$ cat src/sv/rme_pkg.sv
// rme_pkg: types, codes and constants shared by the range motion estimator
// used by rme_serial_unit, range_motion_estimator_core and rme_checker
package rme_pkg;

    localparam int DIST_W      = 16;
    localparam int TIME_W      = 32;
    localparam int SPEED_W     = 16;
    localparam int DISP_W      = 17;
    localparam int LIM_W       = 15;
    localparam int KIND_W      = 2;
    localparam int STEP_W      = 8;
    localparam int CFG_AW      = 3;
    localparam int CFG_DW      = 16;
    localparam int OPB_W       = 16;
    localparam int PROD_W      = 31;
    localparam int QUO_W       = 26;
    localparam int CNT_W       = 5;
    localparam int MUL_STEPS   = 16;
    localparam int DIV_STEPS   = 26;
    localparam int IN_TDATA_W  = 48;
    localparam int OUT_TDATA_W = 88;

    localparam logic [KIND_W-1:0] KIND_SAMPLE  = 2'd0;
    localparam logic [KIND_W-1:0] KIND_INVALID = 2'd1;
    localparam logic [KIND_W-1:0] KIND_STALE   = 2'd2;

    localparam logic [CFG_AW-1:0] CFG_MIN_DIST   = 3'd0;
    localparam logic [CFG_AW-1:0] CFG_MAX_DIST   = 3'd1;
    localparam logic [CFG_AW-1:0] CFG_MIN_INT    = 3'd2;
    localparam logic [CFG_AW-1:0] CFG_MAX_INT    = 3'd3;
    localparam logic [CFG_AW-1:0] CFG_STALE      = 3'd4;
    localparam logic [CFG_AW-1:0] CFG_MAX_SPEED  = 3'd5;
    localparam logic [CFG_AW-1:0] CFG_JUMP_MARG  = 3'd6;
    localparam logic [CFG_AW-1:0] CFG_SPEED_LIM  = 3'd7;

    localparam logic [DIST_W-1:0] RST_MIN_DIST  = 16'd20;
    localparam logic [DIST_W-1:0] RST_MAX_DIST  = 16'd4000;
    localparam logic [OPB_W-1:0]  RST_MIN_INT   = 16'd40;
    localparam logic [OPB_W-1:0]  RST_MAX_INT   = 16'd300;
    localparam logic [OPB_W-1:0]  RST_STALE     = 16'd350;
    localparam logic [LIM_W-1:0]  RST_MAX_SPEED = 15'd1500;
    localparam logic [LIM_W-1:0]  RST_JUMP_MARG = 15'd40;
    localparam logic [LIM_W-1:0]  RST_SPEED_LIM = 15'd2000;

    typedef enum logic [2:0] {
        ST_IDLE,
        ST_EVAL,
        ST_DECIDE,
        ST_MUL,
        ST_CHECK,
        ST_DIV,
        ST_SMOOTH,
        ST_EMIT
    } t_state;

    typedef enum logic [1:0] {
        SU_IDLE,
        SU_MUL,
        SU_DIV,
        SU_DONE
    } t_su_state;

    typedef struct packed {
        logic start_mul;
        logic start_div;
    } t_su_ctrl;

    typedef struct packed {
        logic idle;
        logic done;
    } t_su_stat;

endpackage

$ cat src/sv/rme_serial_unit.sv
// rme_serial_unit: shift-add multiplier and restoring divider, one bit per cycle
// depends on rme_pkg
module rme_serial_unit import rme_pkg::*; (
    input  logic               i_clk,
    input  logic               i_rst_n,
    input  t_su_ctrl           i_ctrl,
    input  logic [LIM_W-1:0]   i_mcand,
    input  logic [QUO_W-1:0]   i_dividend,
    input  logic [OPB_W-1:0]   i_opb,
    output t_su_stat           o_stat,
    output logic [PROD_W-1:0]  o_product,
    output logic [QUO_W-1:0]   o_quotient
);

    localparam logic [CNT_W-1:0] MUL_LAST = CNT_W'(MUL_STEPS - 1);
    localparam logic [CNT_W-1:0] DIV_LAST = CNT_W'(DIV_STEPS - 1);

    t_su_state          r_state, n_state;
    logic [PROD_W-1:0]  r_acc, n_acc;
    logic [PROD_W-1:0]  r_sh, n_sh;
    logic [QUO_W-1:0]   r_q, n_q;
    logic [OPB_W-1:0]   r_rem, n_rem;
    logic [OPB_W-1:0]   r_div, n_div;
    logic [CNT_W-1:0]   r_cnt, n_cnt;

    logic [OPB_W:0]     trial;
    logic [OPB_W+1:0]   diff;

    assign trial = {r_rem, r_q[QUO_W-1]};
    assign diff  = {1'b0, trial} - {2'b00, r_div};

    // next state
    always_comb begin
        n_state = r_state;
        case (r_state)
            SU_IDLE: begin
                if (i_ctrl.start_mul) begin
                    n_state = SU_MUL;
                end else if (i_ctrl.start_div) begin
                    n_state = SU_DIV;
                end
            end
            SU_MUL: begin
                if (r_cnt == MUL_LAST) begin
                    n_state = SU_DONE;
                end
            end
            SU_DIV: begin
                if (r_cnt == DIV_LAST) begin
                    n_state = SU_DONE;
                end
            end
            SU_DONE: n_state = SU_IDLE;
            default: n_state = SU_IDLE;
        endcase
    end

    // status outputs
    always_comb begin
        o_stat.idle = (r_state == SU_IDLE);
        o_stat.done = (r_state == SU_DONE);
    end

    // datapath
    always_comb begin
        n_acc = r_acc;
        n_sh  = r_sh;
        n_q   = r_q;
        n_rem = r_rem;
        n_div = r_div;
        n_cnt = r_cnt;
        case (r_state)
            SU_IDLE: begin
                if (i_ctrl.start_mul) begin
                    n_acc = '0;
                    n_sh  = {{(PROD_W-LIM_W){1'b0}}, i_mcand};
                    n_q   = {{(QUO_W-OPB_W){1'b0}}, i_opb};
                    n_cnt = '0;
                end else if (i_ctrl.start_div) begin
                    n_rem = '0;
                    n_q   = i_dividend;
                    n_div = i_opb;
                    n_cnt = '0;
                end
            end
            SU_MUL: begin
                if (r_q[0]) begin
                    n_acc = r_acc + r_sh;
                end
                n_sh  = {r_sh[PROD_W-2:0], 1'b0};
                n_q   = {1'b0, r_q[QUO_W-1:1]};
                n_cnt = r_cnt + 1'b1;
            end
            SU_DIV: begin
                if (!diff[OPB_W+1]) begin
                    n_rem = diff[OPB_W-1:0];
                    n_q   = {r_q[QUO_W-2:0], 1'b1};
                end else begin
                    n_rem = trial[OPB_W-1:0];
                    n_q   = {r_q[QUO_W-2:0], 1'b0};
                end
                n_cnt = r_cnt + 1'b1;
            end
            default: begin
            end
        endcase
    end

    always_ff @(posedge i_clk) begin
        if (!i_rst_n) begin
            r_state <= SU_IDLE;
            r_cnt   <= '0;
        end else begin
            r_state <= n_state;
            r_cnt   <= n_cnt;
        end
        r_acc <= n_acc;
        r_sh  <= n_sh;
        r_q   <= n_q;
        r_rem <= n_rem;
        r_div <= n_div;
    end

    assign o_product  = r_acc;
    assign o_quotient = r_q;

endmodule

$ cat src/sv/range_motion_estimator_core.sv
// range_motion_estimator_core: top level of the range motion estimator
// depends on rme_pkg and rme_serial_unit
//
// Input words on s_axis carry a range sample, an invalid-sample note or a
// stale tick (tuser) with a distance and a millisecond time (tdata). Every
// input word gives exactly one output word on m_axis with the held estimate.
// Write registers through i_cfg_we / i_cfg_addr / i_cfg_wdata only while the block
// is idle; the block does not enforce this. Writes take effect on the next clock edge.
// One word is worked on at a time, from accept to the next accept. Notes, stale ticks,
// rejected samples and samples while the ring fills go from ST_EVAL to ST_EMIT; others
// pass ST_DECIDE, which sends one that is too soon or sets a new reference to ST_EMIT.
// Else ST_MUL runs the bit-serial multiply for the jump bound and ST_CHECK sends a
// jump to ST_EMIT; else ST_DIV runs a restoring divide for delta*1000/dt in the
// shared serial unit and ST_SMOOTH updates the estimate before ST_EMIT, where the
// result is loaded into an output register. While the receiver stalls, the word is
// held and the block goes on with the next input word, then waits with its result
// until the output register is free.
// Synchronous active-low reset clears the estimate, the ring fill, the state and the
// configuration registers to their reset values; s_axis_tready is high in the next cycle.
module range_motion_estimator_core import rme_pkg::*; (
    input  logic                    i_clk,
    input  logic                    i_rst_n,
    input  logic                    i_cfg_we,
    input  logic [CFG_AW-1:0]       i_cfg_addr,
    input  logic [CFG_DW-1:0]       i_cfg_wdata,
    input  logic                    s_axis_tvalid,
    output logic                    s_axis_tready,
    // distance[15:0], now_time[47:16]
    input  logic [IN_TDATA_W-1:0]   s_axis_tdata,
    // kind[1:0]
    input  logic [KIND_W-1:0]       s_axis_tuser,
    output logic                    m_axis_tvalid,
    input  logic                    m_axis_tready,
    // estimate_valid[0], target_distance[16:1], closing_speed[32:17],
    // displacement[49:33], last_update_time[81:50], zero[87:82]
    output logic [OUT_TDATA_W-1:0]  m_axis_tdata
);

    localparam int OUT_PAD = OUT_TDATA_W - (1 + DIST_W + SPEED_W + DISP_W + TIME_W);

    function automatic logic [DIST_W-1:0] mid3(
        input logic [DIST_W-1:0] a,
        input logic [DIST_W-1:0] b,
        input logic [DIST_W-1:0] c
    );
        logic [DIST_W-1:0] lo;
        logic [DIST_W-1:0] hi;
        lo = (a > b) ? b : a;
        hi = (a > b) ? a : b;
        if (c >= hi) begin
            return hi;
        end else if (c <= lo) begin
            return lo;
        end
        return c;
    endfunction

    function automatic logic [QUO_W-1:0] times_1000(input logic [DIST_W-1:0] v);
        return {v, 10'b0} - {6'b0, v, 4'b0} - {7'b0, v, 3'b0};
    endfunction

    // configuration
    logic [DIST_W-1:0]  r_min_dist, r_max_dist;
    logic [OPB_W-1:0]   r_min_int, r_max_int, r_stale;
    logic [LIM_W-1:0]   r_max_speed, r_jump_marg, r_speed_lim;

    t_state             r_state, n_state;

    logic [KIND_W-1:0]  r_kind;
    logic [DIST_W-1:0]  r_dist;
    logic [TIME_W-1:0]  r_now;

    logic [DIST_W-1:0]  r_ring [3];
    logic [DIST_W-1:0]  n_ring [3];
    logic [1:0]         r_fill, n_fill;
    logic [1:0]         r_pos, n_pos;
    logic               r_has_ref, n_has_ref;
    logic [STEP_W-1:0]  r_steps, n_steps;
    logic [DIST_W-1:0]  r_ref, n_ref;
    logic [DIST_W-1:0]  r_prev, n_prev;
    logic signed [SPEED_W-1:0] r_smooth, n_smooth;
    logic [DIST_W-1:0]  r_med, n_med;
    logic signed [DISP_W-1:0]  r_delta, n_delta;
    logic [DIST_W-1:0]  r_mag, n_mag;

    logic               r_h_valid, n_h_valid;
    logic [DIST_W-1:0]  r_h_target, n_h_target;
    logic signed [SPEED_W-1:0] r_h_speed, n_h_speed;
    logic signed [DISP_W-1:0]  r_h_disp, n_h_disp;
    logic [TIME_W-1:0]  r_h_time, n_h_time;

    logic                   r_out_valid, n_out_valid;
    logic [OUT_TDATA_W-1:0] r_out_data, n_out_data;

    // serial unit
    t_su_ctrl           su_ctrl;
    t_su_stat           su_stat;
    logic [PROD_W-1:0]  su_product;
    logic [QUO_W-1:0]   su_quotient;

    // combinational helpers
    logic [TIME_W-1:0]  dt;
    logic               stale_over;
    logic               in_range;
    logic [DIST_W-1:0]  med;
    logic               too_soon, too_late;
    logic signed [DISP_W-1:0] delta_c, delta_neg;
    logic               over_marg;
    logic [DIST_W-1:0]  excess;
    logic               jump;
    logic               load_out;
    logic               do_restart;
    logic [DIST_W-1:0]  restart_dist;
    logic [STEP_W-1:0]  steps_inc;

    logic signed [QUO_W:0]   s_inst;
    logic signed [QUO_W+1:0] s_sm, s_sum, s_avg, s_pre, s_lim, s_clamp;

    assign dt         = r_now - r_h_time;
    assign stale_over = dt > {{(TIME_W-OPB_W){1'b0}}, r_stale};
    assign in_range   = (r_dist >= r_min_dist) && (r_dist <= r_max_dist);
    assign med        = mid3(r_ring[0], r_ring[1], r_ring[2]);
    assign too_soon   = (dt < {{(TIME_W-OPB_W){1'b0}}, r_min_int}) || (dt == '0);
    assign too_late   = dt > {{(TIME_W-OPB_W){1'b0}}, r_max_int};
    assign delta_c    = $signed({1'b0, r_prev} - {1'b0, med});
    assign delta_neg  = -delta_c;
    assign over_marg  = r_mag > {1'b0, r_jump_marg};
    assign excess     = r_mag - {1'b0, r_jump_marg};
    assign jump       = over_marg
                        && ({{(PROD_W-QUO_W){1'b0}}, times_1000(excess)} > su_product);
    assign load_out   = (r_state == ST_EMIT) && (!r_out_valid || m_axis_tready);
    assign steps_inc  = (r_steps == '1) ? r_steps : r_steps + 1'b1;

    // speed smoothing and clamp
    always_comb begin
        s_inst = r_delta[DISP_W-1] ? -$signed({1'b0, su_quotient})
                                   : $signed({1'b0, su_quotient});
        s_sm   = {{(QUO_W+2-SPEED_W){r_smooth[SPEED_W-1]}}, r_smooth};
        s_sum  = s_sm + s_sm + s_sm + {s_inst[QUO_W], s_inst};
        s_avg  = s_sum[QUO_W+1] ? ((s_sum + 28'sd3) >>> 2) : (s_sum >>> 2);
        s_pre  = (r_steps == '0) ? {s_inst[QUO_W], s_inst} : s_avg;
        s_lim  = $signed({{(QUO_W+2-LIM_W){1'b0}}, r_speed_lim});
        if (s_pre > s_lim) begin
            s_clamp = s_lim;
        end else if (s_pre < -s_lim) begin
            s_clamp = -s_lim;
        end else begin
            s_clamp = s_pre;
        end
    end

    // next state
    always_comb begin
        n_state = r_state;
        case (r_state)
            ST_IDLE: begin
                if (s_axis_tvalid) begin
                    n_state = ST_EVAL;
                end
            end
            ST_EVAL: begin
                if (r_kind == KIND_SAMPLE && in_range && r_fill >= 2'd2) begin
                    n_state = ST_DECIDE;
                end else begin
                    n_state = ST_EMIT;
                end
            end
            ST_DECIDE: begin
                if (!r_has_ref || too_soon || too_late) begin
                    n_state = ST_EMIT;
                end else begin
                    n_state = ST_MUL;
                end
            end
            ST_MUL: begin
                if (su_stat.done) begin
                    n_state = ST_CHECK;
                end
            end
            ST_CHECK: begin
                if (jump) begin
                    n_state = ST_EMIT;
                end else begin
                    n_state = ST_DIV;
                end
            end
            ST_DIV: begin
                if (su_stat.done) begin
                    n_state = ST_SMOOTH;
                end
            end
            ST_SMOOTH: n_state = ST_EMIT;
            ST_EMIT: begin
                if (load_out) begin
                    n_state = ST_IDLE;
                end
            end
            default: n_state = ST_IDLE;
        endcase
    end

    // handshake and serial unit control
    always_comb begin
        s_axis_tready     = (r_state == ST_IDLE);
        su_ctrl.start_mul = (r_state == ST_DECIDE) && su_stat.idle && r_has_ref
                            && !too_soon && !too_late;
        su_ctrl.start_div = (r_state == ST_CHECK) && su_stat.idle && !jump;
    end

    // datapath
    always_comb begin
        n_ring      = r_ring;
        n_fill      = r_fill;
        n_pos       = r_pos;
        n_has_ref   = r_has_ref;
        n_steps     = r_steps;
        n_ref       = r_ref;
        n_prev      = r_prev;
        n_smooth    = r_smooth;
        n_med       = r_med;
        n_delta     = r_delta;
        n_mag       = r_mag;
        n_h_valid   = r_h_valid;
        n_h_target  = r_h_target;
        n_h_speed   = r_h_speed;
        n_h_disp    = r_h_disp;
        n_h_time    = r_h_time;
        do_restart  = 1'b0;
        restart_dist = med;
        case (r_state)
            ST_EVAL: begin
                case (r_kind)
                    KIND_SAMPLE: begin
                        if (in_range) begin
                            n_ring[r_pos] = r_dist;
                            n_pos  = (r_pos == 2'd2) ? 2'd0 : r_pos + 1'b1;
                            n_fill = (r_fill == 2'd3) ? r_fill : r_fill + 1'b1;
                        end else if (!r_has_ref || stale_over) begin
                            n_h_valid = 1'b0;
                        end
                    end
                    KIND_INVALID: begin
                        if (!r_has_ref || stale_over) begin
                            n_h_valid = 1'b0;
                        end
                    end
                    KIND_STALE: begin
                        if (r_has_ref && stale_over) begin
                            n_h_valid = 1'b0;
                        end
                    end
                    default: begin
                    end
                endcase
            end
            ST_DECIDE: begin
                n_med   = med;
                n_delta = delta_c;
                n_mag   = delta_c[DISP_W-1] ? delta_neg[DIST_W-1:0] : delta_c[DIST_W-1:0];
                if (!r_has_ref || (!too_soon && too_late)) begin
                    do_restart = 1'b1;
                end
            end
            ST_CHECK: begin
                restart_dist = r_med;
                do_restart   = jump;
            end
            ST_SMOOTH: begin
                n_smooth   = s_clamp[SPEED_W-1:0];
                n_steps    = steps_inc;
                n_prev     = r_med;
                n_h_target = r_med;
                n_h_speed  = s_clamp[SPEED_W-1:0];
                n_h_disp   = $signed({1'b0, r_ref} - {1'b0, r_med});
                n_h_time   = r_now;
                n_h_valid  = (steps_inc >= 8'd2);
            end
            default: begin
            end
        endcase
        if (do_restart) begin
            n_ref      = restart_dist;
            n_prev     = restart_dist;
            n_smooth   = '0;
            n_steps    = '0;
            n_has_ref  = 1'b1;
            n_h_valid  = 1'b0;
            n_h_target = restart_dist;
            n_h_speed  = '0;
            n_h_disp   = '0;
            n_h_time   = r_now;
        end
    end

    // output register
    always_comb begin
        n_out_valid = r_out_valid;
        n_out_data  = r_out_data;
        if (load_out) begin
            n_out_valid = 1'b1;
            n_out_data  = {{OUT_PAD{1'b0}}, r_h_time, r_h_disp, r_h_speed,
                           r_h_target, r_h_valid};
        end else if (m_axis_tready) begin
            n_out_valid = 1'b0;
        end
    end

    always_ff @(posedge i_clk) begin
        if (!i_rst_n) begin
            r_min_dist  <= RST_MIN_DIST;
            r_max_dist  <= RST_MAX_DIST;
            r_min_int   <= RST_MIN_INT;
            r_max_int   <= RST_MAX_INT;
            r_stale     <= RST_STALE;
            r_max_speed <= RST_MAX_SPEED;
            r_jump_marg <= RST_JUMP_MARG;
            r_speed_lim <= RST_SPEED_LIM;
        end else if (i_cfg_we) begin
            case (i_cfg_addr)
                CFG_MIN_DIST:  r_min_dist  <= i_cfg_wdata;
                CFG_MAX_DIST:  r_max_dist  <= i_cfg_wdata;
                CFG_MIN_INT:   r_min_int   <= i_cfg_wdata;
                CFG_MAX_INT:   r_max_int   <= i_cfg_wdata;
                CFG_STALE:     r_stale     <= i_cfg_wdata;
                CFG_MAX_SPEED: r_max_speed <= i_cfg_wdata[LIM_W-1:0];
                CFG_JUMP_MARG: r_jump_marg <= i_cfg_wdata[LIM_W-1:0];
                CFG_SPEED_LIM: r_speed_lim <= i_cfg_wdata[LIM_W-1:0];
                default: begin
                end
            endcase
        end
    end

    always_ff @(posedge i_clk) begin
        if (!i_rst_n) begin
            r_state     <= ST_IDLE;
            r_fill      <= '0;
            r_pos       <= '0;
            r_has_ref   <= 1'b0;
            r_steps     <= '0;
            r_h_valid   <= 1'b0;
            r_h_target  <= '0;
            r_h_speed   <= '0;
            r_h_disp    <= '0;
            r_h_time    <= '0;
            r_out_valid <= 1'b0;
        end else begin
            r_state     <= n_state;
            r_fill      <= n_fill;
            r_pos       <= n_pos;
            r_has_ref   <= n_has_ref;
            r_steps     <= n_steps;
            r_h_valid   <= n_h_valid;
            r_h_target  <= n_h_target;
            r_h_speed   <= n_h_speed;
            r_h_disp    <= n_h_disp;
            r_h_time    <= n_h_time;
            r_out_valid <= n_out_valid;
        end
        if (r_state == ST_IDLE && s_axis_tvalid) begin
            r_kind <= s_axis_tuser;
            r_dist <= s_axis_tdata[DIST_W-1:0];
            r_now  <= s_axis_tdata[DIST_W +: TIME_W];
        end
        r_ring     <= n_ring;
        r_ref      <= n_ref;
        r_prev     <= n_prev;
        r_smooth   <= n_smooth;
        r_med      <= n_med;
        r_delta    <= n_delta;
        r_mag      <= n_mag;
        r_out_data <= n_out_data;
    end

    rme_serial_unit u_serial (
        .i_clk      (i_clk),
        .i_rst_n    (i_rst_n),
        .i_ctrl     (su_ctrl),
        .i_mcand    (r_max_speed),
        .i_dividend (times_1000(r_mag)),
        .i_opb      (dt[OPB_W-1:0]),
        .o_stat     (su_stat),
        .o_product  (su_product),
        .o_quotient (su_quotient)
    );

    assign m_axis_tvalid = r_out_valid;
    assign m_axis_tdata  = r_out_data;

endmodule

$ cat config.mk
export PLATFORM = sky130hd
export DESIGN_NAME = range_motion_estimator_core
export DESIGN_NICKNAME = d
export VERILOG_FILES = /design/src/sv/rme_pkg.sv /design/src/sv/rme_serial_unit.sv /design/src/sv/range_motion_estimator_core.sv
export SDC_FILE = /design/constraint.sdc
export NUM_CORES = 2
export LEC_CHECK = 0
export BUFFER_PORTS_ARGS = -buffer_cell sky130_fd_sc_hd__buf_2
export CORE_ASPECT_RATIO = 1.25
export CORE_MARGIN = 2
export CORE_UTILIZATION = 35
export CTS_CLUSTER_SIZE = 16
export DETAILED_ROUTE_END_ITERATION = 8
export GPL_ROUTABILITY_DRIVEN = 0
export HOLD_SLACK_MARGIN = 0.12
export PLACE_DENSITY_LB_ADDON = 0.12
export SLEW_MARGIN = 10
export SYNTH_ARGS = -nofsm -noshare
export SYNTH_HDL_FRONTEND = slang
export SYNTH_SLANG_ARGS = --single-unit
$ cat constraint.sdc
create_clock -name i_clk -period 12 [get_ports i_clk]
set_clock_uncertainty 0.15 [all_clocks]
set_input_delay 0 -clock i_clk [delete_from_list [all_inputs] [get_ports i_clk]]
set_output_delay 0 -clock i_clk [all_outputs]
set_load 0.02 [all_outputs]
==> impl_metrics.json <==
{
  "status": "finished, final reports clean",
  "worst-setup-path-type": "reg2reg",
  "finalCritPeriodShare": 0.879,
  "peakVddDrop_mv": 0.138,
  "cts_hold_buf": 131,
  "p_per_area_mw_per_mm2": 225,
  "die-width_um": 310,
  "ys.flop_type": "edfxtp_1",
  "seq_area_mm2": 0.0159,
  "cp_max_fo": 20,
  "drtPass1Iterations": 5,
  "clk_latency_ps": 670,
  "fp.coreArea_mm2": 0.116,
  "die_y_um": 386,
  "drt_iter0_drc": 1737,
  "fmax_mhz": 94.8,
  "yosysSeqAreaShare": 0.389,
  "viasPerCell": 5.18,
  "power.total_mw": 10.6,
  "relSlewSlack": 0.242,
  "postSynthCellCount": 4429,
  "grt_pass1_vias": 32800,
  "start_kind": "flop",
  "synth_seq_cells": 612,
  "grt_antenna_before_repair": 0,
  "cts_root_buf": "clkbuf_16",
  "worst_pin_slew_ps": 1130,
  "drive_gt1_frac": 0.0914,
  "min_period_ps": 10550,
  "fin_setup_tns_ps": 0,
  "fp-row-count": 140,
  "slowest_stage": "a2111oi_0",
  "fillCellCount": 11600,
  "netlist_area_mm2": 0.0409,
  "crit_arrival_ps": 10950,
  "ys_types": 102,
  "cts_tree": "yes",
  "dp_hpwl_mm": 92.1,
  "dieArea_mm2": 0.120,
  "crit_required_ps": 12410,
  "boundaryPins": 164,
  "drv_slew": 0,
  "grt_max_degree": 75,
  "cts_sinks": 612,
  "wirelength_mm": 125,
  "cp-end-kind": "flop",
  "ant_nets": 0,
  "async_flop_share": 0,
  "path_common_cell": "or3_1",
  "clkTransAtPathRegs_ps": 60,
  "grt_pass1_wl_mm": 193,
  "overflow": 0,
  "synth-edff-count": 365,
  "rsz0062_at_grt": "no",
  "hold_viol_final": 0,
  "cts_setup_buffers": 0,
  "io_buffers": 157,
  "initial_core_util": 0.352,
  "drv_cap": 0,
  "clk_path_buf_depth": 3,
  "numCtsBuffers": 71,
  "htreeDepth": 3,
  "fin_nets": 5205,
  "drt_drc_violations_left": 0,
  "syn_to_final_growth_pct": 15.4,
  "crit_path_max_incr_delay_ps": 900,
  "multi_input_area_mm2": 0.0228,
  "vias": 32600,
  "setup_viol": 0,
  "p_leak_nw": 19.2,
  "yosys_warnings": 0,
  "avgSynthCellArea_um2": 9.23,
  "holdCritPathClass": "in2reg",
  "wl_per_cell_um": 19.9,
  "cts_resized": 0,
  "gr-usage-all-layers": 0.210
}
## power breakdown
part           total (mW)  internal [mW]  switching, mW
logic                5.41           2.14           3.27
clock network        2.34           1.38          0.953
registers            2.88           2.60          0.274
total                10.6           6.13           4.49
## cells in the mapped netlist, types with 32 or more instances
cell type  number  share of area
a31oi_1        32         0.0049
mux2i_1        51          0.012
and2_1         46         0.0070
nand2b_1       48         0.0073
o21ai_0       229          0.028
a211oi_1       44         0.0081
a21boi_0      152          0.028
mux2_2         43          0.012
dfxtp_1       247           0.12
clkbuf_1      132          0.012
nor2_1        309          0.028
nand3_1        80         0.0098
xnor2_1       135          0.029
ha_1          426           0.13
nor3_1         92          0.011
o21a_1         51         0.0094
inv_1         412          0.038
and3_1         56         0.0086
edfxtp_1      365           0.27
nor2b_1        71          0.011
a21oi_1       232          0.028
nand4_1        50         0.0077
o211ai_1       44         0.0081
nand2_1       482          0.044
xor2_1         55          0.012
a21o_1        100          0.018
fa_1           35          0.017
## sequential cells by signal (all words and copies together), names as in the netlist, 17 cells and up
name and cells:
r_now 32, u_serial.o_product 31, r_h_time 32, u_serial.r_sh 31, r_h_disp 17, r_ring 48, m_axis_tdata 82, u_serial.o_quotient 26
## metal layers
metal / routed length [µm] / up-vias / part of all wire / GRT usage
li1: - / 16300 / - / -
met1: 53000 / 15600 / 0.42 / 0.245
met2: 64000 / 527 / 0.51 / 0.388
met3: 3860 / 181 / 0.031 / 0.0269
met4: 4470 / 0 / 0.036 / 0.0765
met5: 0 / - / 0 / 0
## cell usage in the layout, fill, tap and decap left out, drive strengths merged, types with 94 or more instances in the layout
master / n
buf: 205
nor3: 94
a21oi: 233
dlygate4sd3: 131
o21ai: 235
clkbuf: 96
a21boi: 160
xnor2: 135
dfxtp: 247
a21o: 100
inv: 420
nor2: 311
ha: 426
nand2: 482
edfxtp: 365
## logic make-up (layout without fill, tap and decap cells)
group | Yosys count | after routing | share of synthesized area
AO/OA/AOI/OAI | 1098 | 1098 | 0.179
adder cells (fa/ha/maj) | 466 | 466 | 0.149
other | 1 | 7 | 0.0000917
buffers and inverters | 588 | 882 | 0.0565
multiplexers | 94 | 94 | 0.0243
AND/OR/NAND/NOR | 1380 | 1380 | 0.162
XOR/XNOR | 190 | 190 | 0.0407
flip-flops | 612 | 612 | 0.389
## final timing paths
check                                                       from                    endpoint  slack (ps)  cells past startpoint
worst min register to register         r_h_disp[11]$_SDFFE_PP0P_  m_axis_tdata[44]$_DFFE_PP_         270                      0
worst max register to register  u_serial.o_quotient[5]$_DFFE_PP_   r_h_speed[0]$_SDFFE_PP0P_        1450                     31
worst max-delay path            u_serial.o_quotient[5]$_DFFE_PP_   r_h_speed[0]$_SDFFE_PP0P_        1450                     31
worst min-delay path                              i_cfg_wdata[0]   r_min_int[0]$_SDFFE_PN0P_         160                      4
## critical path: cells and delay by family, from the launching register on
family	cells	cell delay, ps
AO/OA/AOI/OAI	14	4170
XOR/XNOR	2	310
adder cells (fa/ha/maj)	3	1270
flip-flops	1	460
multiplexers	1	380
AND/OR/NAND/NOR	11	3700
## per-stage QoR
step | setup WS [ps] | instances | instance area (µm²) | hold slack (ps) | utilization
global route | 662 | 6290 | 47200 | 136 | 0.406
finish | 1450 | 6291 | 47200 | 162 | 0.406
floorplan | 2100 | 4434 | 40900 | -51.1 | -
CTS | 1520 | 6290 | 47200 | 121 | 0.406
detailed placement | 1570 | 6028 | 43400 | 28.1 | 0.373
global placement | 1800 | 6028 | 43400 | 26.1 | 0.373
## layout make-up
type / count / share of cell area
Antenna cell: 1 / 0.0000530
Tap cell: 1562 / 0.0414
Inverter: 415 / 0.0330
Multi-Input combinational cell: 3234 / 0.483
Clock inverter: 35 / 0.00931
Clock buffer: 96 / 0.0435
Sequential cell: 612 / 0.337
Timing Repair Buffer: 336 / 0.0521
(Power assumes the default switching activity.)
